`config.mk`:
```
export PLATFORM = sky130hd
export DESIGN_NAME = positional_list_engine
export DESIGN_NICKNAME = d
export VERILOG_FILES = /design/src/sv/ple_pkg.sv /design/src/sv/ple_ram.sv /design/src/sv/positional_list_engine.sv
export SDC_FILE = /design/constraint.sdc
export NUM_CORES = 1
export LEC_CHECK = 0
export BUFFER_PORTS_ARGS = -buffer_cell sky130_fd_sc_hd__buf_2
export CAP_MARGIN = 15
export CORE_MARGIN = 10
export CORE_UTILIZATION = 55
export DETAILED_ROUTE_END_ITERATION = 10
export GPL_ROUTABILITY_DRIVEN = 0
export PLACE_DENSITY_LB_ADDON = 0.12
export SLEW_MARGIN = 20
export SYNTH_ARGS = -nofsm -noshare
export SYNTH_HDL_FRONTEND = slang
export SYNTH_SLANG_ARGS = --single-unit
```
`constraint.sdc`:
```
create_clock -name clk_i -period 6.5 [get_ports clk_i]
set_input_delay 0.325 -clock clk_i [delete_from_list [all_inputs] [get_ports clk_i]]
set_output_delay 0.325 -clock clk_i [all_outputs]
set_load 0.1 [all_outputs]
```
`src/sv/ple_pkg.sv`:
```
package ple_pkg;

  // Beat field widths
  localparam int unsigned OpW    = 4;
  localparam int unsigned ValW   = 32;
  localparam int unsigned PosW   = 6;
  localparam int unsigned StW    = 2;
  localparam int unsigned CntW   = 6;
  localparam int unsigned InDataW  = 48;  // 42 bits of fields, padded to bytes
  localparam int unsigned OutDataW = 40;

  // Command opcodes
  localparam logic [OpW-1:0] OP_INS_FRONT = 4'd0;
  localparam logic [OpW-1:0] OP_INS_END   = 4'd1;
  localparam logic [OpW-1:0] OP_INS_POS   = 4'd2;
  localparam logic [OpW-1:0] OP_REM_FRONT = 4'd3;
  localparam logic [OpW-1:0] OP_REM_END   = 4'd4;
  localparam logic [OpW-1:0] OP_REM_POS   = 4'd5;
  localparam logic [OpW-1:0] OP_RD_FRONT  = 4'd6;
  localparam logic [OpW-1:0] OP_RD_END    = 4'd7;
  localparam logic [OpW-1:0] OP_RD_POS    = 4'd8;

  // Result status codes
  localparam logic [StW-1:0] ST_OK     = 2'd0;
  localparam logic [StW-1:0] ST_EMPTY  = 2'd1;
  localparam logic [StW-1:0] ST_BADPOS = 2'd2;
  localparam logic [StW-1:0] ST_FULL   = 2'd3;

endpackage

```
`src/sv/ple_ram.sv`:
```
module ple_ram #(
  parameter int unsigned WIDTH = 32,
  parameter int unsigned DEPTH = 32
) (
  input  logic                     clk_i,
  input  logic                     we_i,
  input  logic [$clog2(DEPTH)-1:0] waddr_i,
  input  logic [WIDTH-1:0]         wdata_i,
  input  logic [$clog2(DEPTH)-1:0] raddr_i,
  output logic [WIDTH-1:0]         rdata_o
);

  logic [WIDTH-1:0] mem_q [DEPTH];

  // One write port, one registered read port
  always_ff @(posedge clk_i) begin
    if (we_i) begin
      mem_q[waddr_i] <= wdata_i;
    end
    rdata_o <= mem_q[raddr_i];
  end

endmodule

```
`src/sv/positional_list_engine.sv`:
```
// Channel   Dir  tdata fields (low bit up)                       Beat rule
// s_axis    in   opcode[3:0] value[35:4] position[41:36] pad     tvalid & tready
// m_axis    out  read_value[31:0] status[33:32] count[39:34]     tvalid & tready
//
// One command at a time. Entries live in a single-port-write RAM; shifts walk it
// one entry per cycle (read i, write its neighbor the next cycle).
// Insert at p shifts entries p and up by one, then writes the slot; remove at p
// reads entry p, then shifts the later entries down; reads skip the shift.
// s_axis_tready is low while a command runs; a finished result waits in the
// output register, and a stalled m_axis holds the sequencer in its last step.
// Reset empties the list at once; RAM contents need no clearing.
module positional_list_engine #(
  parameter int unsigned CAPACITY = 32
) (
  input  logic                          clk_i,
  input  logic                          rst_ni,
  input  logic                          s_axis_tvalid,
  output logic                          s_axis_tready,
  // opcode[3:0], value[35:4], position[41:36], zero pad[47:42]
  input  logic [ple_pkg::InDataW-1:0]   s_axis_tdata,
  output logic                          m_axis_tvalid,
  input  logic                          m_axis_tready,
  // read_value[31:0], status[33:32], count[39:34]
  output logic [ple_pkg::OutDataW-1:0]  m_axis_tdata
);

  localparam int unsigned AW = $clog2(CAPACITY);
  localparam int unsigned CW = $clog2(CAPACITY + 1);
  localparam int unsigned PW = (CW > ple_pkg::PosW) ? CW : ple_pkg::PosW;

  localparam logic [2:0] S_IDLE      = 3'd0;
  localparam logic [2:0] S_INS_SHIFT = 3'd1;
  localparam logic [2:0] S_INS_PUT   = 3'd2;
  localparam logic [2:0] S_TAKE      = 3'd3;
  localparam logic [2:0] S_REM_SHIFT = 3'd4;
  localparam logic [2:0] S_DONE      = 3'd5;

  logic [2:0]    state_q, state_d;
  logic [CW-1:0] count_q, count_d;
  logic          m_valid_q, m_valid_d;

  // Per-command working registers
  logic [AW-1:0]                ptr_q, ptr_d;
  logic [AW-1:0]                pos_q, pos_d;
  logic [ple_pkg::ValW-1:0]     val_q, val_d;
  logic [CW-1:0]                res_cnt_q, res_cnt_d;
  logic [ple_pkg::StW-1:0]      st_q, st_d;
  logic                         ret_q, ret_d;
  logic                         erase_q, erase_d;
  logic [ple_pkg::OutDataW-1:0] m_data_q, m_data_d;

  // RAM port
  logic                     ram_we;
  logic [AW-1:0]            ram_waddr;
  logic [ple_pkg::ValW-1:0] ram_wdata;
  logic [ple_pkg::ValW-1:0] ram_rdata;

  // Input beat fields
  logic [ple_pkg::OpW-1:0]  in_op;
  logic [ple_pkg::ValW-1:0] in_val;
  logic [ple_pkg::PosW-1:0] in_pos;

  assign in_op  = s_axis_tdata[3:0];
  assign in_val = s_axis_tdata[35:4];
  assign in_pos = s_axis_tdata[41:36];

  // Command decode against the current count
  logic          is_ins, is_take, is_erase;
  logic [PW-1:0] cnt_ext, pos_sel;
  logic [ple_pkg::StW-1:0] dec_st;

  always_comb begin
    cnt_ext  = PW'(count_q);
    is_ins   = 1'b0;
    is_take  = 1'b0;
    is_erase = 1'b0;
    pos_sel  = '0;
    unique case (in_op)
      ple_pkg::OP_INS_FRONT: begin
        is_ins = 1'b1;
      end
      ple_pkg::OP_INS_END: begin
        is_ins  = 1'b1;
        pos_sel = cnt_ext;
      end
      ple_pkg::OP_INS_POS: begin
        is_ins  = 1'b1;
        pos_sel = PW'(in_pos);
      end
      ple_pkg::OP_REM_FRONT: begin
        is_take  = 1'b1;
        is_erase = 1'b1;
      end
      ple_pkg::OP_REM_END: begin
        is_take  = 1'b1;
        is_erase = 1'b1;
        pos_sel  = cnt_ext - PW'(1);
      end
      ple_pkg::OP_REM_POS: begin
        is_take  = 1'b1;
        is_erase = 1'b1;
        pos_sel  = PW'(in_pos);
      end
      ple_pkg::OP_RD_FRONT: begin
        is_take = 1'b1;
      end
      ple_pkg::OP_RD_END: begin
        is_take = 1'b1;
        pos_sel = cnt_ext - PW'(1);
      end
      ple_pkg::OP_RD_POS: begin
        is_take = 1'b1;
        pos_sel = PW'(in_pos);
      end
      default: begin
      end
    endcase

    // Status priority follows the command kind
    dec_st = ple_pkg::ST_OK;
    if (is_ins) begin
      priority if (pos_sel > cnt_ext) dec_st = ple_pkg::ST_BADPOS;
      else if (cnt_ext >= PW'(CAPACITY)) dec_st = ple_pkg::ST_FULL;
      else dec_st = ple_pkg::ST_OK;
    end else if (is_take) begin
      priority if (count_q == '0) dec_st = ple_pkg::ST_EMPTY;
      else if (pos_sel >= cnt_ext) dec_st = ple_pkg::ST_BADPOS;
      else dec_st = ple_pkg::ST_OK;
    end
  end

  // Sequencer
  logic [PW-1:0] res_ext;

  always_comb begin
    state_d   = state_q;
    count_d   = count_q;
    m_valid_d = m_valid_q;
    ptr_d     = ptr_q;
    pos_d     = pos_q;
    val_d     = val_q;
    res_cnt_d = res_cnt_q;
    st_d      = st_q;
    ret_d     = ret_q;
    erase_d   = erase_q;
    m_data_d  = m_data_q;
    ram_we    = 1'b0;
    ram_waddr = ptr_q;
    ram_wdata = ram_rdata;
    res_ext   = PW'(res_cnt_q);

    if (m_valid_q && m_axis_tready) begin
      m_valid_d = 1'b0;
    end

    unique case (state_q)
      S_IDLE: begin
        if (s_axis_tvalid) begin
          pos_d     = AW'(pos_sel);
          val_d     = in_val;
          st_d      = dec_st;
          erase_d   = is_erase;
          ret_d     = 1'b0;
          res_cnt_d = count_q;
          state_d   = S_DONE;
          if (dec_st == ple_pkg::ST_OK) begin
            if (is_ins) begin
              res_cnt_d = count_q + CW'(1);
              // read the last entry first and walk down to the slot
              ptr_d   = AW'(cnt_ext - PW'(1));
              state_d = (cnt_ext > pos_sel) ? S_INS_SHIFT : S_INS_PUT;
            end else if (is_take) begin
              ptr_d   = AW'(pos_sel);
              ret_d   = 1'b1;
              state_d = S_TAKE;
              if (is_erase) begin
                res_cnt_d = count_q - CW'(1);
              end
            end
          end
        end
      end

      S_INS_SHIFT: begin
        ram_we    = 1'b1;
        ram_waddr = ptr_q + AW'(1);
        if (ptr_q > pos_q) begin
          ptr_d = ptr_q - AW'(1);
        end else begin
          state_d = S_INS_PUT;
        end
      end

      S_INS_PUT: begin
        ram_we    = 1'b1;
        ram_waddr = pos_q;
        ram_wdata = val_q;
        state_d   = S_DONE;
      end

      S_TAKE: begin
        val_d = ram_rdata;
        if (erase_q && (CW'(ptr_q) + CW'(1) < count_q)) begin
          ptr_d   = ptr_q + AW'(1);
          state_d = S_REM_SHIFT;
        end else begin
          state_d = S_DONE;
        end
      end

      S_REM_SHIFT: begin
        ram_we    = 1'b1;
        ram_waddr = ptr_q - AW'(1);
        if (CW'(ptr_q) + CW'(1) < count_q) begin
          ptr_d = ptr_q + AW'(1);
        end else begin
          state_d = S_DONE;
        end
      end

      S_DONE: begin
        // hand the result over once the output register is free
        if (!m_valid_q || m_axis_tready) begin
          m_valid_d = 1'b1;
          m_data_d  = {res_ext[ple_pkg::CntW-1:0], st_q,
                       (ret_q ? val_q : {ple_pkg::ValW{1'b0}})};
          count_d   = res_cnt_q;
          state_d   = S_IDLE;
        end
      end

      default: begin
        state_d = S_IDLE;
      end
    endcase
  end

  // Control state
  always_ff @(posedge clk_i or negedge rst_ni) begin
    if (!rst_ni) begin
      state_q   <= S_IDLE;
      count_q   <= '0;
      m_valid_q <= 1'b0;
    end else begin
      state_q   <= state_d;
      count_q   <= count_d;
      m_valid_q <= m_valid_d;
    end
  end

  // Payload and working registers
  always_ff @(posedge clk_i) begin
    ptr_q     <= ptr_d;
    pos_q     <= pos_d;
    val_q     <= val_d;
    res_cnt_q <= res_cnt_d;
    st_q      <= st_d;
    ret_q     <= ret_d;
    erase_q   <= erase_d;
    m_data_q  <= m_data_d;
  end

  // Entry store; read address follows the next pointer so data lands with ptr_q
  ple_ram #(
    .WIDTH (ple_pkg::ValW),
    .DEPTH (CAPACITY)
  ) u_ram (
    .clk_i   (clk_i),
    .we_i    (ram_we),
    .waddr_i (ram_waddr),
    .wdata_i (ram_wdata),
    .raddr_i (ptr_d),
    .rdata_o (ram_rdata)
  );

  assign s_axis_tready = (state_q == S_IDLE);
  assign m_axis_tvalid = m_valid_q;
  assign m_axis_tdata  = m_data_q;

endmodule

```
-- Word-level counts from Yosys, hierarchy flattened
Memory sizes are Yosys's and may differ from the RTL's. A register that Yosys moved wholly into a read port is not among the register bits.
Cells that the tools add are included.
- register bits: 102
- RAM bits: 1024
- memories: 1
- memories (name ; words ; bits a word ; rd ports ; clocked after memory_dff ; wr ports ; RTL line ; text):
    u_ram.mem_q ; 32 ; 32 ; 1 ; 1 ; 1 ; ple_ram.sv:13 ; logic [WIDTH-1:0] mem_q [DEPTH];
- $add $sub $neg: 5
- $lt $le $gt $ge: 6
- equality and inequality tests: 17
- muxes and demuxes: 43
- bitwise operators: 1
- reductions and logical operators: 20
- operator list (kind ; count):
    32-bit 2-to-1 mux ; 2
    32-bit case mux with 2 select lines ; 1
    5-bit 2-to-1 mux ; 7
    6-bit 2-to-1 mux ; 4
    3-bit 2-to-1 mux ; 7
    5-bit case mux with 4 select lines ; 1
    3-bit case mux with 6 select lines ; 1
    6-bit case mux with 3 select lines ; 1
    4-bit by 3-bit equality test with 1-bit output, second input constant ; 4
    5-bit case mux with 3 select lines ; 1
    2-bit 2-to-1 mux ; 7
    6-bit > comparator ; 2
    3-bit OR reduction ; 4
    1-bit 2-to-1 mux ; 11
    4-bit by 2-bit equality test with 1-bit output, second input constant ; 2
    2-bit inequality test, second input constant ; 4
    5-bit by 1-bit adder with 6-bit output, second input constant ; 1
    6-bit by 1-bit adder with 6-bit output, second input constant ; 1
    3-bit by 2-bit equality test with 1-bit output, second input constant ; 2
    3-bit equality test, second input constant ; 2
    6-bit greater-or-equal comparator ; 1
    6-bit greater-or-equal comparator, second input constant ; 1
    6-bit logical NOT ; 1
    6-bit less-than comparator ; 1
    19 further kinds ; 23

-- Depth between registers and ports, before layout
Gate-level depths: netlist of run 1.
- depth in word-level cells: 12
- mapped depth: 22
- depth with buffers taken out: 16

-- Cells and area by module
Synthesis of run 1 repeated with hierarchy kept, for this count alone.
- cell total of the unflattened synthesis: 2790
- area total of the unflattened synthesis: 46502.1 um^2
- by module, submodules not included (module ; times used ; cells each ; area each (um^2) ; seq. area each (um^2)):
    ple_ram ; 1 ; 2260 ; 40492.6 ; 31390.1
    positional_list_engine ; 1 ; 530 ; 6009.5 ; 2962.8

-- Worst setup path before layout of run 1
No wires, ideal clock.
- path kind: register to register
- start point: register count_q[0], in the netlist cnt_ext[0]
- end point: register u_ram.rdata_o[0], read port of u_ram.mem_q
- library setup time: 0.122 ns
- arrival: 4.469 ns
- slack: 1.908 ns
- cell stages (with the launch flop): 20
- buffers on the path: 4
- cell sequence: dfrtp_1 buf_2 inv_1 ha_1 or4b_2 a31oi_1 nor2_1 ha_1 nor2b_1 o21a_1 or3_1 clkbuf_1 a31o_4 and2_1 a32o_2 or3b_1 buf_6 buf_8 o22ai_2 nor4_2
- word-level cells in the longest chain between the ends: 11
- elaborated cells on any way between the ends: 22
- classes of those cells: 1 x add/sub; 4 x order compare; 14 x mux; 3 x reduce/logical
- RTL lines (element ; RTL line ; text):
    start: declaration ; positional_list_engine.sv:39 ; logic [CW-1:0] count_q, count_d;
    start signal: assignment ; positional_list_engine.sv:246 ; count_q <= count_d;
    6-bit by 1-bit subtractor with 6-bit output ; positional_list_engine.sv:97, positional_list_engine.sv:109 ;
    6-bit case mux with 3 select lines ; positional_list_engine.sv:78 ; unique case (in_op)
    6-bit greater-or-equal comparator ; positional_list_engine.sv:127 ; else if (pos_sel >= cnt_ext) dec_st = ple_pkg::ST_BADPOS;
    2-bit 2-to-1 mux ; positional_list_engine.sv:127 ;
    2-bit 2-to-1 mux ; positional_list_engine.sv:126 ; priority if (count_q == '0) dec_st = ple_pkg::ST_EMPTY;
    2-bit 2-to-1 mux ; positional_list_engine.sv:125 ; end else if (is_take) begin
    2-bit 2-to-1 mux ; positional_list_engine.sv:121 ; if (is_ins) begin
    2-bit logical NOT ; positional_list_engine.sv:166 ; if (dec_st == ple_pkg::ST_OK) begin
    5-bit 2-to-1 mux ; positional_list_engine.sv:166 ;
    5-bit 2-to-1 mux ; positional_list_engine.sv:158 ; if (s_axis_tvalid) begin
    5-bit case mux with 4 select lines * ; positional_list_engine.sv:156 ; unique case (state_q)
    end: declaration ; ple_ram.sv:10 ; output logic [WIDTH-1:0] rdata_o
Mark *: on every way between the ends. The rest lies on a longest branch, timed or not.
A chain may end at the register's enable or synchronous reset.

-- Worst setup path in the final report of run 1
- start point: register count_q[0], in the netlist cnt_ext[0]
- end point: register u_ram.rdata_o[3], read port of u_ram.mem_q
The elaborated chain is that of the path after synthesis.

==> impl_metrics.tcl, run 1 <==
set metrics [dict create \
    path_common_cell "ha_1" \
    clk_pin_slew_ns 0.06 \
    antenna_found_initial 3 \
    clk_latency_ns 0.70 \
    max_stage_delay_ns 0.92 \
    rsz0062_at_grt "no" \
    clock-sinks 1158 \
    synthesis.area_um2 49800 \
    holdWs_ns 0.0435 \
    num_vias 35058 \
    period_share 0.939 \
    cts_setup_buffers 0 \
    synth_edf_count 1111 \
    drt_first_pass_iters 8 \
    num_io_pins 94 \
    grt_pass1_vias 33836 \
    timing.slew.headroom 0.129 \
    vias_per_cell 7.41 \
    syn_avg_cell_area_um2 14.3 \
    die_y_um 321 \
    fillers 6586 \
    worst_slew_pin_slew_ns 1.31 \
    rows 110 \
    dp_hpwl_mm 82.0 \
    finalWirelength_mm 155 \
    start_kind "flip-flop" \
    status "complete, no violations" \
    antennaDiodeCount 0 \
    max_cap_violations 0 \
    fin_skew_ns 0.0275 \
    end_kind "flip-flop" \
    yosysSeqAreaShare 0.689 \
    wire_per_inst_um 32.7 \
    finalSetupTns_ns 0 \
    cts_tree "yes" \
    ys_types 82 \
    yosys_warnings 0 \
    worst-path-max-fanout 12 \
    timing.fmax_mhz 164 \
    ctsResizeCount 0 \
    slew_violations 0 \
    cp.arrival_ns 6.68 \
    fp.coreArea_um2 90000 \
    multiInputGateArea_um2 14000 \
    cp_top_family "simple AND/OR/NAND/NOR gates" \
    worstSetupPathType "flip-flop to flip-flop" \
    io_buffers 87 \
    synth_top_area_frac 0.669 \
    syn_to_final_growth_pct 12.3 \
    hold_violations 0 \
    die_w_um 321 \
    crit_path_cell_trace "inv_1, ha_1, or4b_2, a31oi_1, nor2_1, ha_1, nor2b_1, o21a_1, or3_1, nand4_1, nand2_1, a21oi_1, nand3b_1, buf_4, o22ai_1, nor4_2" \
    ys_ff_latch 1158 \
    setup-violations-final 0 \
    root_buffer "clkbuf_16" \
    cts_buffers 115 \
    yosysTopAreaCell "edfxtp_1" \
    h-tree-depth 3 \
    cp.buffers_inverters 2 \
    timing.critical_path.slowest_stage_cell "nand3b_1" \
    min_path_type "primary input to asynchronous set/reset pin" \
    nets 3524 \
    grt_pass1_wl_mm 225 \
    synth_ff_type "edfxtp_1" \
    grt-ovfl-total 0 \
    worst_ep_required_time_ns 7.07 \
    drive_above_1_share 0.163 \
    regArea_um2 34400 \
    start_util 0.554 \
    syn_nets 3564 \
    grt_util_all_layers 0.289 \
    grt_max_degree 239 \
    ant_nets 0 \
    drtIter0Drc 5789 \
    synth_cells 3492 \
    synth_area_leaders "edfxtp_1 (67%), o21ai_0 (5.4%), a311oi_1 (4.5%)" \
    drc_errors 0 \
    min_period_ns 6.10 \
    dieArea_um2 103000 \
    synthArstFlopShare 0.00864 \
    cts_buffer_depth 3 \
    hold_buffers 30 \
]
[stage by stage]
| stage | instance area [um^2] | cells | setup slack [ns] | util |
|---|---|---|---|---|
| detailed placement | 51900 | 4481 | 0.620 | 0.576 |
| floorplan | 49800 | 3492 | 1.91 | - |
| CTS | 56000 | 4730 | 0.586 | 0.622 |
| global route | 56000 | 4730 | 0.200 | 0.622 |
| finish | 56000 | 4730 | 0.396 | 0.622 |
| global placement | 51900 | 4481 | 0.778 | 0.576 |
[final timing paths]
kind	from	to	slack [ns]	cells after the start
min in group clk_i	s_axis_tdata[40]	pos_q[4]	0.04	3
hold / removal	rst_ni	cnt_ext[5]	0.04	2
max in group asynchronous	rst_ni	state_q[1]	6.22	2
hold reg to reg	st_q[1]	m_axis_tdata[33]	0.42	0
setup / recovery	cnt_ext[0]	u_ram.rdata_o[3]	0.40	16
setup reg to reg	cnt_ext[0]	u_ram.rdata_o[3]	0.40	16
[placed cells by master (no fill, tap or decap), types with 25 or more instances in the layout]
cell           instances
a311oi_1             257
mux2_2                67
nor4_2                31
inv_1                 28
o22ai_1              106
nor2_4                32
buf_12                45
a32oi_1              257
and2_1                36
nand2_1               49
clkbuf_16            118
dfxtp_1               37
a21oi_1               25
o21ai_0              536
a22oi_1              267
edfxtp_1            1111
dlygate4sd3_1         30
o22ai_2               30
buf_4                 87
buf_2                 87
clkbuf_1              35
[cell families (layout without fill, tap and decap cells)]
logic type	after synthesis	in the layout	share of synthesized area
AOI/OAI and AO/OA	1549	1549	0.220
DFF	1158	1158	0.689
buffers and inverters	435	497	0.0366
and+or+nand+nor	244	244	0.0301
muxes	71	71	0.0159
adders and majority gates	21	21	0.00522
xor gates and xnor gates	14	14	0.00246
[cell usage after synthesis, types with 6 or more instances]
cell and number:
edfxtp_1 1111, o21ai_0 536, clkbuf_1 297, a22oi_1 268, a311oi_1 257, a32oi_1 257
o22ai_1 106, buf_2 72, mux2_2 67, nor2_1 55, nand2_1 49, and2_1 37
dfxtp_1 37, nor4_2 31, o22ai_2 30, inv_1 28, a21oi_1 25, buf_1 20
ha_1 20, nand3_1 14, xnor2_1 12, buf_4 10, dfrtp_1 10, a21o_1 8
nor2b_1 8, o221ai_1 6
[layout make-up]
class,count,share of cell area
clock buffers,167,0.0586
clock inverters,52,0.00888
inverters,29,0.00195
multi-input cells,1899,0.250
flip-flops and latches,1158,0.614
well taps,1176,0.0263
repair buffers,249,0.0409
[metal layers]
layer  up-vias  part of all wire  GRT usage  wire, um
li1      14573                 -          -         -
met1     17610              0.39      0.401     60300
met2      2501              0.45      0.439     69700
met3       368              0.12     0.0710     18600
met4         6             0.038      0.112      5940
met5         -           0.00027          0        41
[sequential cells by signal, indices dropped and copies added, names as in the netlist, 2 cells and up]
register       flops
cnt_ext            6
u_ram.rdata_o     32
ptr_q              5
m_axis_tdata      40
u_ram.mem_q     1024
res_cnt_q          6
state_q            3
val_q             32
pos_q              5
st_q               2
Power of run 1 is not shown: default switching activity piles up to over one toggle a cycle in this logic, so the estimate is an artifact.
==> inputs of run 2 (changes only) <==
CORE_UTILIZATION = 40   (was 55)
TNS_END_PERCENT = 20   (was default)
==> impl_metrics.tcl, run 2 (synthesized netlist as in run 1, its figures left out) <==
set metrics [dict create \
    status "complete, no violations" \
    num_vias 34821 \
    grt_pass1_vias 33735 \
    timing.fmax_mhz 173 \
    final_common_cell "edfxtp_1" \
    hold_violations 0 \
    drt_first_pass_iters 6 \
    fp.coreArea_um2 124000 \
    h-tree-depth 4 \
    nets 3545 \
    finalSetupTns_ns 0 \
    finalWirelength_mm 169 \
    die_w_um 373 \
    max_cap_violations 0 \
    period_share 0.887 \
    cts_setup_buffers 0 \
    worst_slew_pin_slew_ns 1.16 \
    io_buffers 87 \
    start_util 0.403 \
    worstSetupPathType "flip-flop to flip-flop" \
    clock-sinks 1158 \
    drtIter0Drc 4841 \
    die_y_um 373 \
    grt-ovfl-total 0 \
    ant_nets 0 \
    r2r_slack_ns 0.74 \
    cts_tree "yes" \
    fin_skew_ns 0.0245 \
    grt_pass1_wl_mm 243 \
    drc_errors 0 \
    end_kind "flip-flop" \
    worst-path-max-fanout 14 \
    hold_end "val_q[23]" \
    top_register "u_ram.mem_q" \
    clk_latency_ns 0.73 \
    wire_per_inst_um 32.5 \
    antenna_found_initial 11 \
    cts_buffer_depth 3 \
    root_buffer "clkbuf_16" \
    min_path_type "primary input to flip-flop" \
    worst_ep_required_time_ns 7.11 \
    syn_to_final_growth_pct 14.5 \
    min_period_ns 5.76 \
    num_io_pins 94 \
    r2r_cells 16 \
    rr_startpoint "cnt_ext[0]" \
    vias_per_cell 6.68 \
    dieArea_um2 139000 \
    ctsResizeCount 0 \
    grt_util_all_layers 0.234 \
    largest_reg_flops 1024 \
    setup-violations-final 0 \
    grt_max_degree 114 \
    start_kind "flip-flop" \
    dp_hpwl_mm 89.9 \
    rows 129 \
    min_from "s_axis_tdata[27]" \
    hold_buffers 32 \
    r2r_end "u_ram.rdata_o[11]" \
    clk_pin_slew_ns 0.06 \
    timing.slew.headroom 0.216 \
    final_cell_mix "edfxtp_1 (1111), o21ai_0 (536), a22oi_1 (267), a311oi_1 (257), a32oi_1 (257)" \
    cts_buffers 131 \
    slew_violations 0 \
    hold_depth 2 \
    rsz0062_at_grt "no" \
    drive_above_1_share 0.166 \
    cp.arrival_ns 6.37 \
]
run 2: cell count changes in the layout (fill, tap and decap cells not counted), moves of 2 or more:
cell           delta
buf_4             +4
clkinv_1          +6
dlygate4sd3_1     +2
clkbuf_16        +19
or3b_2            -2
buf_16            +2
or3b_4            +2
clkinvlp_4        -5
buf_12            -3
clkinv_2          -3
inv_6             +2
clkbuf_1          -2
run 2: layer usage:
metal	GRT usage	up-vias	share of wire
li1	-	14624	-
met1	0.326	17913	0.42
met2	0.363	1957	0.45
met3	0.0430	327	0.095
met4	0.0858	0	0.036
met5	0	-	0
run 2: how the worst max path moves through the flow:
| stage | from | end | slack, ns |
|---|---|---|---|
| after global routing | cnt_ext[0] | u_ram.rdata_o[0] | 0.44 |
| after global placement | cnt_ext[0] | u_ram.rdata_o[11] | 0.82 |
| after floorplan | cnt_ext[0] | u_ram.rdata_o[0] | 1.91 |
| final | cnt_ext[0] | u_ram.rdata_o[11] | 0.74 |
| after CTS | cnt_ext[0] | u_ram.rdata_o[11] | 0.69 |
| after detailed placement | cnt_ext[0] | u_ram.rdata_o[11] | 0.72 |
run 2: final cells by class:
| cell class | instances | area, um^2 |
|---|---|---|
| Fill cell | 10705 | 66800 |
| Sequential cell | 1158 | 34400 |
| Multi-Input combinational cell | 1899 | 14000 |
| Clock buffer | 184 | 3740 |
| Timing Repair Buffer | 254 | 2330 |
| Tap cell | 1637 | 2050 |
| Clock inverter | 51 | 478 |
| Inverter | 29 | 109 |
| Antenna cell | 1 | 2.50 |
run 2: stage by stage:
stage	std cells	worst slack [ns]	instance area, um^2	utilization	hold WS (ns)
2_1_floorplan	3492	1.91	49800	-	0.0294
4_1_cts	5212	0.695	57000	0.461	0.00587
3_5_place_dp	4945	0.723	52500	0.424	0.228
6_report	5213	0.736	57000	0.461	0.0370
5_1_grt	5212	0.441	57000	0.461	0.0259
3_3_place_gp	4942	0.816	52400	0.423	0.224
run 2: worst max-delay path, cell delays in order, from the launching register on:
cell and delay [ns]:
dfrtp_1 0.57, inv_1 0.21, ha_1 0.38, or4b_2 0.62, a31oi_1 0.24, nor2_1 0.10
ha_1 0.31, nor2b_1 0.14, o21a_1 0.19, or3_1 0.53, a31o_4 0.30, and2_1 0.14
a32o_2 0.33, or3_2 0.85, buf_12 0.32, o22ai_1 0.28, nor4_2 0.08
Power of run 2 is left out for the same reason.
